==> config.mk <==
export PLATFORM = sky130hd
export DESIGN_NAME = smir_req_fifo
export DESIGN_NICKNAME = d
export VERILOG_FILES = /design/src/rtl/core/smir_pkg.sv /design/src/rtl/core/smir_req_fifo.sv
export SDC_FILE = /design/constraint.sdc
export NUM_CORES = 1
export LEC_CHECK = 0
export ABC_AREA = 1
export CORE_MARGIN = 2
export CORE_UTILIZATION = 56
export CTS_CLUSTER_SIZE = 30
export DETAILED_ROUTE_END_ITERATION = 6
export DONT_BUFFER_PORTS = 1
export HOLD_SLACK_MARGIN = 0.03
export PLACE_DENSITY = 0.85
export SYNTH_ARGS = -nofsm -noshare
export SYNTH_HDL_FRONTEND = slang
export SYNTH_SLANG_ARGS = --single-unit
==> constraint.sdc <==
create_clock -name clk_i -period 3.8 [get_ports clk_i]
set_clock_uncertainty 0.2 [all_clocks]
set_input_delay 0.38 -clock clk_i [delete_from_list [all_inputs] [get_ports clk_i]]
set_output_delay 0.38 -clock clk_i [all_outputs]
set_load 0.01 [all_outputs]
==> src/rtl/core/smir_pkg.sv <==
package smir_pkg;

  localparam int MaxSegments = 64;
  localparam int MaxWords = 1024;

  localparam int ReqW = 3;
  localparam int IdW = 6;
  localparam int OffW = 10;
  localparam int SizeW = 11;
  localparam int WordW = 32;
  localparam int StatW = 3;

  localparam logic [ReqW-1:0] ReqMap = 3'd0;
  localparam logic [ReqW-1:0] ReqUnmap = 3'd1;
  localparam logic [ReqW-1:0] ReqLoad = 3'd2;
  localparam logic [ReqW-1:0] ReqStore = 3'd3;
  localparam logic [ReqW-1:0] ReqDup = 3'd4;
  localparam logic [ReqW-1:0] ReqAppend = 3'd5;

  localparam logic [StatW-1:0] StOk = 3'd0;
  localparam logic [StatW-1:0] StNoId = 3'd1;
  localparam logic [StatW-1:0] StUnmapped = 3'd2;
  localparam logic [StatW-1:0] StRange = 3'd3;
  localparam logic [StatW-1:0] StTooLarge = 3'd4;

  typedef struct packed {
    logic [ReqW-1:0] req;
    logic [IdW-1:0] seg_id;
    logic [IdW-1:0] dest_id;
    logic [OffW-1:0] offset;
    logic [SizeW-1:0] size;
    logic [WordW-1:0] value;
  } req_t;

endpackage

==> src/rtl/core/smir_req_fifo.sv <==
module smir_req_fifo
  import smir_pkg::*;
(
  input  logic clk_i,
  input  logic rst_ni,
  input  logic in_valid_i,
  output logic in_ready_o,
  input  req_t in_data_i,
  output logic out_valid_o,
  input  logic out_ready_i,
  output req_t out_data_o
);

  req_t mem_q [2];
  logic wr_q, rd_q;
  logic [1:0] cnt_q;

  assign in_ready_o = (cnt_q != 2'd2);
  assign out_valid_o = (cnt_q != 2'd0);
  assign out_data_o = mem_q[rd_q];

  always_ff @(posedge clk_i) begin
    if (in_valid_i && in_ready_o) begin
      mem_q[wr_q] <= in_data_i;
    end
  end

  always_ff @(posedge clk_i or negedge rst_ni) begin
    if (!rst_ni) begin
      wr_q <= 1'b0;
      rd_q <= 1'b0;
      cnt_q <= 2'd0;
    end else begin
      if (in_valid_i && in_ready_o) wr_q <= ~wr_q;
      if (out_valid_o && out_ready_i) rd_q <= ~rd_q;
      cnt_q <= cnt_q + {1'b0, in_valid_i && in_ready_o} - {1'b0, out_valid_o && out_ready_i};
    end
  end

endmodule

=== Word-level counts from Yosys, hierarchy flattened ===
Memories as Yosys holds them, arrays and structs flattened.
Index checks and enable logic that the tools add are counted.
Widths: inputs -> output; s select.

* Flip-flop bits (word level): 4
* RAM bits: 136
* Input port bits: 72
* Logic and storage cells: 14
* Memories kept: 1

{| class="wikitable"
|+ Memories
! memory !! words !! width !! read ports !! clocked after memory_dff !! write ports !! line !! text
|-
| mem_q || 2 || 68 || 1 || 0 || 1 || smir_req_fifo.sv:14 || <nowiki>req_t mem_q [2];</nowiki>
|}

* Add/subtract/negate cells: 2
* Equal/unequal tests: 1
* Muxes and demuxes: 2
* Bitwise logic cells: 2
* Reduce and logical (&&, ||, !) cells: 3

{| class="wikitable"
|+ Operators with widths
! operator !! count
|-
| $add 2x1->2 || 1
|-
| $logic_and 1x1->1 || 2
|-
| $mux 1 || 2
|-
| $ne 2x2->1 const B || 1
|-
| $not 1->1 || 2
|-
| $reduce_bool 2->1 || 1
|-
| $sub 2x1->2 || 1
|}

=== Logic depth before layout (Yosys ltp) ===
Gate-level depths: netlist of the first run.

* Depth after elaboration: 4
* Mapped depth: 10

=== Least setup slack after synthesis of the first run ===
No wires, ideal clock.

* Path kind: register to register
* Start: reg cnt_q[1]
* End: mem mem_q[1][0] in the netlist's numbering, enable pin
* Library setup time: 0.494 ns
* Data arrival time: 3.469 ns
* Path slack: -0.363 ns
* Cell stages (with the launch flop): 4
* Period minus slack after synthesis: 4.163 ns
* Cells stage by stage: dfrtp_1 > nand2_1 > nand2_1 > nor2_1

* Cells in the longest elaborated chain, start to end: 4

{| class="wikitable"
|+ RTL lines
! what !! line !! text
|-
| from (decl) || smir_req_fifo.sv:16 || <nowiki>logic [1:0] cnt_q;</nowiki>
|-
| from (signal assigned) || smir_req_fifo.sv:36 || <nowiki>cnt_q <= cnt_q + {1'b0, in_valid_i && in_ready_o} - {1'b0, out_valid_o && out_ready_i};</nowiki>
|-
| $ne 2x2->1 || smir_req_fifo.sv:18 || <nowiki>assign in_ready_o = (cnt_q != 2'd2);</nowiki>
|-
| named net in_ready_o || smir_req_fifo.sv:7 || <nowiki>output logic in_ready_o,</nowiki>
|-
| $logic_and 1x1->1 || smir_req_fifo.sv:23 || <nowiki>if (in_valid_i && in_ready_o) begin</nowiki>
|-
| $mux 1 || smir_req_fifo.sv:23 ||
|-
| $mux 1 (implied by the code) || smir_req_fifo.sv:24 || <nowiki>mem_q[wr_q] <= in_data_i;</nowiki>
|-
| to (decl) || smir_req_fifo.sv:14 ||
|}

The timed path passes the listed nets, and every way through them passes these cells.

==> results of run 1 <==
[repair_timing]
item	4_1_cts	5_1_grt
hold buffers	72	0
setup buffers	0	0
endpoints found under the hold margin	142	0
resized for setup	0	0
[how the worst min path moves through the flow]
stage                        from           end  cells past startpoint
finish                       wr_q          wr_q                      2
global route        in_data_i[14]  mem_q[1][14]                      1
CTS                 in_data_i[65]  mem_q[0][65]                      1
detailed placement         rst_ni          rd_q                      0
global placement           rst_ni          rd_q                      0
floorplan                  rst_ni      cnt_q[0]                      0
[placed cells by master, fill, tap and decap left out, types with 3 or more instances in the layout]
cell type / Yosys / final
clkinv_2: 0 / 3
bufinv_16: 0 / 3
nand2_1: 217 / 217
inv_1: 8 / 7
dfrtp_1: 4 / 3
edfxtp_1: 136 / 136
dlygate4sd3_1: 0 / 72
nand3_1: 3 / 3
buf_4: 2 / 3
clkbuf_16: 0 / 16
inv_6: 0 / 4
[report_power, final]
part	internal (uW)	leakage [uW]	switching [uW]
logic	282	0.00103	979
clock network	1000	0.000283	602
registers	2110	0.00131	86.3
total	3390	0.00262	1670
[cells by family (layout without fill, tap and decap cells)]
logic type    after synthesis  count (layout)  synth area share [%]
fa+ha+maj                   2               2                 0.483
buf+inv                    24             116                  2.61
flops                     140             140                  80.8
other cells                 0               1                     0
simple gates              221             221                  16.1
[worst max-delay path, cell delays in order, from the launching register on]
cell	delay [ns]
dfrtp_2	0.38
buf_4	0.57
nand2_1	0.11
nand2_1	0.19
[stage by stage]
step	power (uW)	cells	cell area [um^2]
floorplan	3200	387	5180
global placement	3370	487	5270
detailed placement	3430	487	5270
CTS	5100	590	6570
global route	5320	590	6570
finish	5060	591	6570
[layout make-up]
class / count / area share [%]
Sequential cell: 140 / 63.7
Multi-Input combinational cell: 223 / 13.2
Timing Repair Buffer: 76 / 11.6
Clock buffer: 17 / 6.30
Clock inverter: 14 / 2.55
Tap cell: 111 / 2.11
Inverter: 9 / 0.552
Antenna cell: 1 / 0.0381
[sequential cells by signal, indices dropped and copies added (netlist names)]
register / flops
cnt_q: 2
mem_q: 136
rd_q: 1
wr_q: 1
[per-layer routing]
| metal | wire [um] | up-vias | part of all wire [%] |
|---|---|---|---|
| met5 | 0 | - | 0 |
| met4 | 172 | 0 | 1.7 |
| met3 | 673 | 12 | 6.7 |
| met2 | 5650 | 115 | 56 |
| met1 | 3530 | 1476 | 35 |
| li1 | - | 1455 | - |
==> impl_metrics.ini, run 1 <==
[run_status]
status = complete, no violations

[setup_path]
crit_type = reg2out
rr_endpoint = mem_q[1][9]
crit_end = out_data_o[9]
regToRegSetupSlack_ns = 1.48
crit_path_end_kind = output port
crit_path_start = rd_q
crit_fanout = 69
crit_arrival_ns = 1.77
cp.required_ns = 3.22
r2r_cells = 5
r2r-start = cnt_q[0]
cp-start-kind = flop

[synth]
syn_area_mm2 = 0.00518
yosysMostFrequentCell = nand2_1
syn_inst = 387
synth_fp_nets = 461
syn_area_per_cell_um2 = 13.4
yosysTopAreaCell = edfxtp_1
ys.flop_type = edfxtp_1
yosysWarnings = 0
synth_area_leaders = edfxtp_1 (79%), nand2_1 (16%), dfrtp_1 (1.9%)
netlist.area_leader.share_pct = 78.9
async_reset_ff_share_pct = 2.86
synthDistinctLibCells = 11
synth_common_cells = nand2_1 (217), edfxtp_1 (136), buf_2 (10)
synth-seq-cells = 140
synth_edf_count = 136
yosysSeqAreaShare_pct = 80.8

[global_routing]
grt_usage_pct = 20.2
met1_usage_pct = 22.2
met3_usage_pct = 6.82
busiest_layer = met2
grt_max_degree = 70
grt_pass1_vias = 3095
gr-total-overflow = 0
grt_pass1_wl_mm = 15.1
use_met2_pct = 35.7
antenna_found_initial = 0

[finish]
final-seq-area_mm2 = 0.00419
final_util_pct = 72.2
area_delta_synth_final_pct = 27.0
nFillCells = 579
multi_input_area_um2 = 866
drive_above_1_share_pct = 7.93
finalNetCount = 541

[timing]
relSlewSlack_pct = 36.9
hold_viol_final = 0
fin_crit_ns = 2.35
finalSetupViolCount = 0
worst_slew_pin_slew_ns = 0.944
tns_ns = 0
post-route-period-util_pct = 61.8
finalMaxSlewViolations = 0
rsz0062_at_grt = no
worst_slack_ns = 1.45
whs_ns = 0.305
max_freq_mhz = 426

[floorplan]
die_area_mm2 = 0.0100
die_x_um = 100
row_count = 35
initial_utilization_pct = 56.8
ios = 142
die_y_um = 100
core_area_mm2 = 0.00911

[route]
wirelength_mm = 10.0
drtAntennaViolNets = 0
route.detailed.drc = 0
wl_per_cell_um = 17.0
vias = 3058
first_pass_iters = 4
drtIter0Drc = 165
viasPerCell = 5.17

[place]
dp.final_hpwl_mm = 5.63
place_ws_ns = 1.48
port_buffers = 0
place_congestion = 0.713

[power_and_ir_drop]
powerDensity_mw_per_mm2 = 769
leakage_uw = 0.00262
ir_worst_vdd_v = 0.000475

[clock_tree]
clock-sinks = 140
clk_latency_ns = 0.48
clk_path_buf_depth = 2
cts_tree = built
path_clk_slew_ns = 0.06
root_buffer = clkbuf_8
cts_made_buffers = 17
cts_htree_levels = 4

[job]
cap_violations = 0

[hold_path]
hp-class = reg2reg
Note: power is estimated with default switching activity, not from simulation.
==> run 2: changes to the inputs <==
--- a/config.mk
+++ b/config.mk
@@ -5,7 +5,7 @@
 export SDC_FILE = /design/constraint.sdc
 export NUM_CORES = 1
 export LEC_CHECK = 0
-export ABC_AREA = 1
+export ABC_AREA = 0
 export CORE_MARGIN = 2
 export CORE_UTILIZATION = 56
 export CTS_CLUSTER_SIZE = 30
==> constraint.sdc (replaced) <==
create_clock -name clk_i -period 1.9 [get_ports clk_i]
set_clock_uncertainty 0.2 [all_clocks]
set_input_delay 0.19 -clock clk_i [delete_from_list [all_inputs] [get_ports clk_i]]
set_output_delay 0.19 -clock clk_i [all_outputs]
set_load 0.01 [all_outputs]
==> run 2 against run 1 <==
  * The run now ends with negative setup slack left
  * Critical path depth is 1 lower
  * Combinational power is 130% higher
  * Non-clock buffer count is 9 higher
  * First-iteration DRC count is 40% lower
  * Worst hold slack worse by 0.16 ns
  * Sequential share of layout area is 1.9 points lower
  * Final area is 3.2% higher
  * Clock power is 95% higher
==> impl_metrics.ini, run 2 <==
[synth]
yosysMostFrequentCell = edfxtp_1
yosysTopAreaCell = edfxtp_1
yosysWarnings = 0
synth-seq-cells = 140
syn_inst = 229
async_reset_ff_share_pct = 2.86
synthDistinctLibCells = 17
synth_fp_nets = 303
syn_area_mm2 = 0.00515
synth_edf_count = 136
synth_area_leaders = edfxtp_1 (79%), mux2_2 (13%), mux2_4 (2.9%)
ys.flop_type = edfxtp_1
syn_area_per_cell_um2 = 22.5
synth_common_cells = edfxtp_1 (136), mux2_2 (58), mux2_4 (10)
netlist.area_leader.share_pct = 79.4
yosysSeqAreaShare_pct = 81.3

[setup_path]
crit_arrival_ns = 1.61
crit_path_end_kind = output port
rr_endpoint = cnt_q[1]
crit_fanout = 18
r2r-start = cnt_q[0]
regToRegSetupSlack_ns = 0.05
r2r_cells = 7
cp.required_ns = 1.51
crit_type = reg2out
cp-start-kind = flop

[run_status]
status = finished, violations left
violations = negative setup slack

[timing]
finalSetupViolCount = 68
relSlewSlack_pct = 81.5
worst_slack_ns = -0.101
rsz0062_at_grt = yes
max_freq_mhz = 500
hold_viol_final = 0
post-route-period-util_pct = 105
finalMaxSlewViolations = 0
worst_slew_pin_slew_ns = 0.278
tns_ns = -5.33
fin_crit_ns = 2.00

[clock_tree]
clock-sinks = 140
cts_tree = built
root_buffer = clkbuf_8
cts_htree_levels = 4
clk_latency_ns = 0.50
cts_made_buffers = 17
clk_path_buf_depth = 2
path_clk_slew_ns = 0.06

[place]
place_congestion = 0.666
place_ws_ns = -0.0436
port_buffers = 0
placement.cell_area_mm2 = 0.00540
dp.final_hpwl_mm = 5.42

[floorplan]
die_y_um = 99.9
row_count = 34
core_area_mm2 = 0.00881
initial_utilization_pct = 58.4
die_x_um = 99.9
die_area_mm2 = 0.00997
ios = 142

[power_and_ir_drop]
switching_share_pct = 27.7
ir_worst_vdd_v = 0.000952
intPower_uw = 7600
power_switching_uw = 2920
p_seq_share_pct = 42.3
combPwrFrac_pct = 28.0
powerDensity_mw_per_mm2 = 1550
leakage_uw = 0.00238
p_clk_share_pct = 29.7

[global_routing]
antenna_found_initial = 0
grt_max_degree = 37
grt_pass1_vias = 2687
grt_usage_pct = 19.5
grt_pass1_wl_mm = 14.1
gr-total-overflow = 0

[finish]
antenna_cells = 0
most-common-layout-cells = edfxtp_1 (136), dlygate4sd3_1 (72), mux2_2 (50)
fin_area_mm2 = 0.00679
largest_registers = mem_q (136), cnt_q (2)
nFillCells = 463
top_register = mem_q
drive_above_1_share_pct = 34.5
largest_reg_flops = 136
area_delta_synth_final_pct = 31.9
layout_commonest_cell = edfxtp_1
finalNetCount = 399

[hold_path]
worstHoldStart = in_data_i[13]
hp-class = in2reg
hold_depth = 1
whs_endpoint = mem_q[0][13]

[route]
vias = 2459
viasPerCell = 5.54
wirelength_mm = 9.41
first_pass_iters = 4
route.detailed.drc = 0
drtIter0Drc = 99
wl_per_cell_um = 21.2
drtAntennaViolNets = 0

[job]
cap_violations = 0
## run 2: worst max-delay path by stage
stage,slack [ns],cells after the start,startpoint,end
after CTS,-0.13,2,rd_q,out_data_o[20]
after detailed placement,-0.04,7,cnt_q[1],cnt_q[1]
after floorplan,-0.40,3,cnt_q[1],mem_q[0][0]
after global placement,0.03,7,cnt_q[1],cnt_q[1]
after global routing,-0.15,2,rd_q,out_data_o[65]
final,-0.10,2,rd_q,out_data_o[36]
## run 2: area by class of cell
class / instances / area (um^2) / share of cell area [%]
tap: 108 / 135 / 1.99
clock inverter: 13 / 150 / 2.21
inverter: 1 / 3.75 / 0.0553
clock buffer: 17 / 414 / 6.10
timing repair buffer: 85 / 926 / 13.6
sequential: 140 / 4190 / 61.7
multi-input combinational: 80 / 968 / 14.3
## run 2: cell families (layout without fill, tap and decap cells)
logic type               after synthesis  count (layout)  synth area share (%)
flip-flops                           140             140                  81.3
multiplexers                          68              68                  15.6
buffers and inverters                  9             116                  1.29
AND/OR/NAND/NOR                        6               6                 0.632
XOR/XNOR                               4               4                 0.681
adder cells (fa/ha/maj)                2               2                 0.486
## run 2: through the flow
step,hold slack [ns],total power [uW],utilization (%),std cells
3_5_place_dp,-0.305,7070,61.3,340
3_3_place_gp,-0.305,6970,61.3,340
5_1_grt,0.115,11000,77.1,444
4_1_cts,0.108,10500,76.3,443
2_1_floorplan,-0.306,6420,-,229
6_report,0.141,10500,77.1,444
## run 2: worst max-delay path: stages, from the launching register on
cell     delay, ns
dfrtp_4       0.52
buf_12        0.19
mux2_2        0.39
## run 2: routing by layer
| metal | routed length (um) | up-vias | share of wire, % | GRT usage (%) |
|---|---|---|---|---|
| met4 | 101 | 0 | 1.1 | 7.06 |
| met2 | 5150 | 103 | 55 | 35.7 |
| met1 | 3430 | 1247 | 36 | 20.4 |
| met3 | 728 | 12 | 7.7 | 7.59 |
| li1 | - | 1097 | - | - |
| met5 | 0 | - | 0 | 0 |
## run 2: what timing repair did
action                                  4_1_cts  5_1_grt
endpoints found under the setup margin       69       69
gates cloned                                  1        0
setup buffers                                 0        1
gates resized for setup                       6       11
pin swaps                                     2        4
hold endpoints to repair                    280        0
hold buffers                                 72        0
## run 2: power groups by stage
stage / combinational (uW) / clock (uW) / sequential [uW]
2_1_floorplan: 2010 / 0 / 4410
3_3_place_gp: 2550 / 0 / 4420
3_5_place_dp: 2590 / 0 / 4480
4_1_cts: 2850 / 3170 / 4450
5_1_grt: 3120 / 3330 / 4510
6_report: 2940 / 3120 / 4450
==> run 3: changes to the inputs <==
--- a/config.mk
+++ b/config.mk
@@ -13,6 +13,7 @@
 export DONT_BUFFER_PORTS = 1
 export HOLD_SLACK_MARGIN = 0.03
 export PLACE_DENSITY = 0.85
+export REMOVE_ABC_BUFFERS = 1
 export SYNTH_ARGS = -nofsm -noshare
 export SYNTH_HDL_FRONTEND = slang
 export SYNTH_SLANG_ARGS = --single-unit
==> run 3 against run 2 <==
  * Combinational power rose by 9.2%
  * Critical path type unchanged
  * Maximum frequency fell by 2.2%
  * Count of clock-buffer cells in the layout rose by 1
  * Critical path depth increased by 1
  * First-iteration DRC count grew 6.1%
  * The run still ends with negative setup slack left
==> impl_metrics.ini, run 3 (same netlist as run 2, synthesis figures left out) <==
[finish]
layout_commonest_cell = edfxtp_1
area_delta_synth_final_pct = 33.5
largest_reg_flops = 136
fin_area_mm2 = 0.00687
drive_above_1_share_pct = 36.9
most-common-layout-cells = edfxtp_1 (136), dlygate4sd3_1 (72), mux2_2 (56)
finalNetCount = 408
final_util_pct = 78.0
top_register = mem_q
antenna_cells = 0
largest_registers = mem_q (136), cnt_q (2)

[setup_path]
cpPeakStageDelay_ns = 0.50
cp_cell_sequence = buf_4 > clkbuf_16 > mux2_4
crit_arrival_ns = 1.66
critPathSlowestCell = dfrtp_4
critPathBufInv = 2
cp-start-kind = flop
crit_family = flip-flops
crit_path_end_kind = output port
cp.required_ns = 1.51
crit_type = reg2out
crit_fanout = 5

[clock_tree]
clk_latency_ns = 0.50
clock-sinks = 140
cts_htree_levels = 4
cts_made_buffers = 17
cts_tree = built
clk_path_buf_depth = 2
path_clk_slew_ns = 0.06
root_buffer = clkbuf_8

[power_and_ir_drop]
power_uw = 10900
powerDensity_mw_per_mm2 = 1580
ir_worst_vdd_v = 0.00123
leakage_uw = 0.00242

[timing]
finalMaxSlewViolations = 0
fin_crit_ns = 2.05
worst_slew_pin_slew_ns = 0.278
hold_viol_final = 0
worst_slack_ns = -0.145
rsz0062_at_grt = yes
finalSetupViolCount = 69
relSlewSlack_pct = 81.4
max_freq_mhz = 489
post-route-period-util_pct = 108
whs_ns = 0.0598

[global_routing]
grt_pass1_wl_mm = 15.1
grt_usage_pct = 20.4
gr-total-overflow = 0
antenna_found_initial = 0
grt_pass1_vias = 2838
grt_max_degree = 41

[route]
route.detailed.drc = 0
viasPerCell = 5.57
first_pass_iters = 4
wirelength_mm = 10.3
drtAntennaViolNets = 0
drtIter0Drc = 105
wl_per_cell_um = 22.6
vias = 2534

[floorplan]
die_area_mm2 = 0.00997
die_x_um = 99.9
row_count = 34
core_area_mm2 = 0.00881
initial_utilization_pct = 58.4
die_y_um = 99.9
ios = 142

[job]
cap_violations = 0

[place]
dp.final_hpwl_mm = 5.41
place_ws_ns = -0.0298
placement.cell_area_mm2 = 0.00540
port_buffers = 0
place_congestion = 0.677

[run_status]
status = finished, violations left
violations = negative setup slack

[hold_path]
hp-class = in2reg
-- run 3: cell count changes in the layout (fill, tap and decap cells not counted), moves of 3 or more --
| cell | previous run | this run |
|---|---|---|
| mux2_2 | 50 | 56 |
| mux2_4 | 18 | 12 |
| buf_4 | 5 | 9 |
| buf_6 | 0 | 3 |
| clkinv_1 | 4 | 1 |
| clkinvlp_4 | 0 | 3 |
-- run 3: final cells by class --
type	count	area, um^2
clock buffers	18	418
well taps	108	135
inverters	1	3.75
flip-flops and latches	140	4190
repair buffers	94	1020
multi-input cells	80	935
clock inverters	14	166
fillers	484	1940
-- run 3: final timing paths --
path,end,cells after the start,slack (ns),start
min,mem_q[1][26],2,0.06,in_valid_i
max reg2reg,cnt_q[1],7,-0.02,cnt_q[0]
min reg2reg,wr_q,1,0.41,wr_q
max,out_data_o[56],3,-0.15,rd_q
min in group asynchronous,cnt_q[1],2,0.31,rst_ni
max in group asynchronous,rd_q,2,0.97,rst_ni
-- run 3: where the power goes --
group | internal (uW) | total (uW) | switching, uW
Combinational | 1530 | 3210 | 1680
Clock | 2000 | 3230 | 1230
Sequential | 4230 | 4420 | 196
-- run 3: routing by layer --
| metal | global-route usage (%) | up-vias | part of all wire, % |
|---|---|---|---|
| met3 | 8.01 | 17 | 7.3 |
| met5 | 0 | - | 0 |
| met4 | 6.64 | 0 | 1.4 |
| met2 | 35.9 | 118 | 54 |
| li1 | - | 1121 | - |
| met1 | 22.9 | 1278 | 37 |
-- run 3: through the flow --
stage               cells  setup TNS [ns]
floorplan             221         -271.99
global placement      341               0
detailed placement    341         -0.0298
CTS                   448           -6.35
global route          455          -10.24
finish                455           -7.63
-- run 3: what timing repair did --
item                       in CTS  in global routing
buffers inserted                3                  3
setup endpoints to repair      67                122
gates cloned                    0                  4
gates resized for setup         2                 11
hold buffers                   72                  0
pin swaps                       2                  2
hold endpoints to repair      144                  0
